## src/rtl/spf_pkg.sv

```systemverilog
// ----------------------------------------------------------------------------
// Soft particle pair force package
// Shared register indexes, pipeline sizes and the sideband records that
// travel with each particle pair through the arithmetic units.
// ----------------------------------------------------------------------------
package spf_pkg;

  // Configuration port index width and register indexes.
  localparam int unsigned CfgIdxW = 4;

  typedef enum logic [CfgIdxW-1:0] {
    REG_BOX_WIDTH   = 4'd0,
    REG_BOX_HEIGHT  = 4'd1,
    REG_PERIODIC    = 4'd2,
    REG_FADE_AGE    = 4'd3,
    REG_CUTOFF      = 4'd4,
    REG_BOUNDARY    = 4'd5,
    REG_STIFFNESS   = 4'd6,
    REG_ATTRACTION  = 4'd7
  } cfg_reg_e;

  // Number of register stages in each iterative unit.
  localparam int unsigned FadeSteps = 16;  // quotient bits of the fade factor
  localparam int unsigned RootSteps = 31;  // root bits of a 62-bit radicand
  localparam int unsigned QuotSteps = 35;  // quotient bits of the projection

  // Live configuration register values.
  typedef struct packed {
    logic [30:0] box_width;
    logic [30:0] box_height;
    logic        periodic_mode;
    logic [31:0] fade_age;
    logic [15:0] contact_cutoff;
    logic        boundary_type;
    logic [63:0] stiffness_table;
    logic [63:0] attraction_table;
  } cfg_t;

  // Pair data after the front stage (wrapped geometry and thresholds).
  typedef struct packed {
    logic        far;
    logic        sx;
    logic        sy;
    logic [29:0] ax;
    logic [29:0] ay;
    logic [24:0] b;
    logic [25:0] t1;
    logic [26:0] t2;
    logic [28:0] tc;
    logic [15:0] k;
    logic        fade_en;
  } front_t;

  // Pair data carried through the square root.
  typedef struct packed {
    logic        far;
    logic        sx;
    logic        sy;
    logic [26:0] ax;
    logic [26:0] ay;
    logic [24:0] b;
    logic [25:0] t1;
    logic [26:0] t2;
    logic [28:0] tc;
    logic [15:0] k;
    logic        fade_en;
    logic [16:0] fi;
    logic [16:0] fj;
  } mid_t;

  // Pair data carried through the projection divider and the fade stages.
  typedef struct packed {
    logic        cneg;
    logic        contact;
    logic        sx;
    logic        sy;
    logic        fade_en;
    logic [16:0] fi;
    logic [16:0] fj;
  } back_t;

endpackage

```

## src/rtl/spf_cfg.sv

```systemverilog
// ----------------------------------------------------------------------------
// Soft particle pair force configuration registers
// Holds the box, fade, contact and type-pair table registers written
// through the configuration channel.
// ----------------------------------------------------------------------------
module spf_cfg (
  input  logic                        clk_i,
  input  logic                        rst_ni,
  input  logic                        cfg_valid_i,
  output logic                        cfg_ready_o,
  input  logic [spf_pkg::CfgIdxW-1:0] cfg_index_i,
  input  logic [63:0]                 cfg_data_i,
  output spf_pkg::cfg_t               cfg_o
);
  import spf_pkg::*;

  cfg_t cfg_q;

  // Writes are always taken; an unknown index is dropped.
  assign cfg_ready_o = 1'b1;
  assign cfg_o       = cfg_q;

  // Register file update on each transfer.
  always_ff @(posedge clk_i or negedge rst_ni) begin
    if (!rst_ni) begin
      cfg_q.box_width        <= '0;
      cfg_q.box_height       <= '0;
      cfg_q.periodic_mode    <= 1'b0;
      cfg_q.fade_age         <= '0;
      cfg_q.contact_cutoff   <= 16'd4096;
      cfg_q.boundary_type    <= 1'b1;
      cfg_q.stiffness_table  <= '0;
      cfg_q.attraction_table <= '0;
    end else if (cfg_valid_i) begin
      case (cfg_index_i)
        REG_BOX_WIDTH:  cfg_q.box_width        <= cfg_data_i[30:0];
        REG_BOX_HEIGHT: cfg_q.box_height       <= cfg_data_i[30:0];
        REG_PERIODIC:   cfg_q.periodic_mode    <= cfg_data_i[0];
        REG_FADE_AGE:   cfg_q.fade_age         <= cfg_data_i[31:0];
        REG_CUTOFF:     cfg_q.contact_cutoff   <= cfg_data_i[15:0];
        REG_BOUNDARY:   cfg_q.boundary_type    <= cfg_data_i[0];
        REG_STIFFNESS:  cfg_q.stiffness_table  <= cfg_data_i;
        REG_ATTRACTION: cfg_q.attraction_table <= cfg_data_i;
        default: ;
      endcase
    end
  end

endmodule

```

## config.mk

```make
export PLATFORM = sky130hd
export DESIGN_NAME = spf_cfg
export DESIGN_NICKNAME = d
export VERILOG_FILES = /design/src/rtl/spf_pkg.sv /design/src/rtl/spf_cfg.sv
export SDC_FILE = /design/constraint.sdc
export NUM_CORES = 1
export LEC_CHECK = 0
export BUFFER_PORTS_ARGS = -buffer_cell sky130_fd_sc_hd__buf_2
export CAP_MARGIN = 20
export CELL_PAD_IN_SITES_DETAIL_PLACEMENT = 0
export CELL_PAD_IN_SITES_GLOBAL_PLACEMENT = 1
export CORE_ASPECT_RATIO = 1.25
export CORE_UTILIZATION = 40
export DETAILED_ROUTE_END_ITERATION = 16
export PLACE_DENSITY = 0.77
export SLEW_MARGIN = 25
export SYNTH_ARGS = -nofsm -noshare
export SYNTH_HDL_FRONTEND = slang
export SYNTH_SLANG_ARGS = --single-unit
export TNS_END_PERCENT = 20
```

## constraint.sdc

```tcl
create_clock -name clk_i -period 0.9 [get_ports clk_i]
set_clock_uncertainty 0.05 [all_clocks]
set_input_delay 0.135 -clock clk_i [delete_from_list [all_inputs] [get_ports clk_i]]
set_output_delay 0.135 -clock clk_i [all_outputs]
set_load 0.1 [all_outputs]
```

==> results.sh <==
export IMPL_finalPower_mw=61.22
export IMPL_cp_top_family="flip-flops"
export IMPL_synth_top_cell_area_share=0.6586
export IMPL_drtAntennaViolNets=0
export IMPL_cts_tree="yes"
export IMPL_clk_path_buf_depth=3
export IMPL_first_pass_iters=4
export IMPL_finalSetupViolCount=389
export IMPL_final_nets=1030
export IMPL_avgSynthCellArea_sq_um=17.43
export IMPL_drv_slew=0
export IMPL_wl_um=26390
export IMPL_syn_cell_area_sq_um=9044
export IMPL_drc=0
export IMPL_drt_vias_per_instance=4.855
export IMPL_largest_reg_flops=240
export IMPL_syn_inst=519
export IMPL_final_layout_size_suffix_gt1_frac=0.7090
export IMPL_portBuffers=310
export IMPL_worstSetupPathType="reg2out"
export IMPL_hold_viol_final=0
export IMPL_dieArea_sq_um=23220
export IMPL_max_freq_ghz=0.6972
export IMPL_status="complete, but fails checks"
export IMPL_placed_cell_area_sq_um=14840
export IMPL_violations="setup timing"
export IMPL_pre_cts_ws_ns=-0.6930
export IMPL_h_tree_depth=1
export IMPL_ff2ff_setup_slack_ns=-0.20
export IMPL_crit_chain="buf_12"
export IMPL_gp_congestion=0.7513
export IMPL_antennaDiodeCount=0
export IMPL_track_usage=0.2298
export IMPL_clk_pin_slew_ns=0.06
export IMPL_syn2layout_area_growth_pct=85.38
export IMPL_ys_types=19
export IMPL_yosysWarnings=0
export IMPL_seq_area_frac_synth=0.6644
export IMPL_fillers=1189
export IMPL_cts_sinks=240
export IMPL_fin_setup_tns_ns=-106.22
export IMPL_hold_ws_ns=0.01633
export IMPL_overflow=0
export IMPL_grt_pass1_wl_um=40120
export IMPL_dp_cells=1118
export IMPL_critPathLaunchType="register"
export IMPL_power_density_nw_per_um2=3652
export IMPL_grt_max_degree=41
export IMPL_endpoint_kind="primary output"
export IMPL_period_share=1.594
export IMPL_die_h_um=170.1
export IMPL_die_w_um=136.5
export IMPL_insertion_delay_ns=0.51
export IMPL_rsz0062_at_grt="yes"
export IMPL_wl_per_cell_um=20.96
export IMPL_leakage_nw=7.659
export IMPL_path_buf_inv=1
export IMPL_synth_top_area_cell="dfrtp_1"
export IMPL_core_sq_um=22210
export IMPL_design_area_sq_um=16760
export IMPL_vias=6112
export IMPL_cp_slowest_cell="dfstp_2"
export IMPL_cp_required_ns=0.71
export IMPL_cts_root_buf="clkbuf_16"
export IMPL_cp_arrival_ns=1.25
export IMPL_slowest_delay_ns=0.56
export IMPL_final_setup_worst_slack_ns=-0.5344
export IMPL_utilization=0.7548
export IMPL_hp_class="in2reg"
export IMPL_cp_max_fo=2
export IMPL_final_cells=1259
export IMPL_synth_area_leaders="dfrtp_1, mux2_2, mux2_4"
export IMPL_initial_core_util=0.4072
export IMPL_antenna_found_initial=0
export IMPL_grt_pass1_vias=6917
export IMPL_rows=61
export IMPL_fin_crit_ns=1.434
export IMPL_ys_ff_latch=240
export IMPL_drt_iter0_drc=186
export IMPL_vdd_ir_drop_max_mv=2.675
export IMPL_syn_nets=590
export IMPL_cts_buffers_inserted=24
export IMPL_io_pins=312
export IMPL_maxCapViolCount=0
export IMPL_hpwl_um=17840
## metal layers
metal	wire (um)	global-route usage	up-vias	part of all wire
li1	-	-	2706	-
met1	9589	0.2571	3125	0.36
met2	13460	0.3920	232	0.51
met3	2463	0.08937	49	0.093
met4	878	0.08599	0	0.033
met5	0	0	-	0
## cell type report
cell class | instances | area (sq um) | area share
repair buffers | 440 | 6529 | 0.3894
flip-flops and latches | 240 | 6042 | 0.3604
multi-input cells | 253 | 2970 | 0.1772
clock buffers | 37 | 760.7 | 0.04538
well taps | 283 | 354.1 | 0.02112
clock inverters | 6 | 108.9 | 0.006493
## power breakdown
group          switching [mW]  internal, mW  leakage [nW]
sequential               2.77          13.4          2.91
combinational            21.8          12.5          4.32
clock                    4.07          6.65         0.431
## Yosys cell counts, drive strengths merged
master / instances
and3: 1
buf: 25
clkbuf: 1
conb: 1
dfrtp: 238
dfstp: 2
mux2: 240
nand2: 2
nand3b: 3
nor2: 2
nor3b: 3
or3: 1
## worst paths after layout
kind | end | depth (start not counted) | startpoint
max | cfg_o[141] | 1 | cfg_o[141]$_DFFE_PN1P_
min | cfg_o[177]$_DFFE_PN0P_ | 3 | cfg_index_i[1]
max reg2reg | cfg_o[19]$_DFFE_PN0P_ | 3 | cfg_o[19]$_DFFE_PN0P_
min reg2reg | cfg_o[110]$_DFFE_PN0P_ | 1 | cfg_o[110]$_DFFE_PN0P_
max in group asynchronous | cfg_o[110]$_DFFE_PN0P_ | 3 | rst_ni
min in group asynchronous | cfg_o[79]$_DFFE_PN0P_ | 2 | rst_ni
## repair_timing
action,CTS,global route
endpoints found under the hold margin,473,0
endpoints found under the setup margin,426,458
setup buffers,21,13
hold buffers,64,0
gates resized for setup,20,23
## layout by cell type, fill, tap and decap left out
| master | synthesis | routed |
|---|---|---|
| and3_4 | 0 | 1 |
| buf_12 | 0 | 255 |
| buf_2 | 8 | 65 |
| buf_4 | 10 | 47 |
| buf_6 | 7 | 6 |
| buf_8 | 0 | 2 |
| bufinv_16 | 0 | 3 |
| clkbuf_1 | 0 | 3 |
| clkbuf_16 | 0 | 25 |
| clkbuf_4 | 0 | 1 |
| clkbuf_8 | 0 | 9 |
| clkinv_2 | 0 | 2 |
| clkinv_4 | 0 | 1 |
| conb_1 | 1 | 1 |
| dfrtp_1 | 238 | 211 |
| dfrtp_2 | 0 | 27 |
| dfstp_2 | 2 | 2 |
| dlygate4sd3_1 | 0 | 64 |
| mux2_2 | 229 | 202 |
| mux2_4 | 10 | 38 |
| nand2_1 | 2 | 1 |
| nand2_2 | 0 | 1 |
| nand3b_1 | 2 | 2 |
| nand3b_4 | 1 | 1 |
| nor2_1 | 1 | 1 |
| nor2_4 | 0 | 1 |
| nor3b_1 | 2 | 1 |
| nor3b_2 | 1 | 1 |
| nor3b_4 | 0 | 1 |
| or3_4 | 0 | 1 |
## logic make-up (layout without fill, tap and decap cells)
logic type / count (synthesis) / in the layout / synth area share
buf+inv: 26 / 483 / 0.02200
flops: 240 / 240 / 0.6644
mux: 240 / 240 / 0.3030
other cells: 1 / 1 / 0.0004147
simple gates: 12 / 12 / 0.01024
Power figures use the tool's default switching activity.
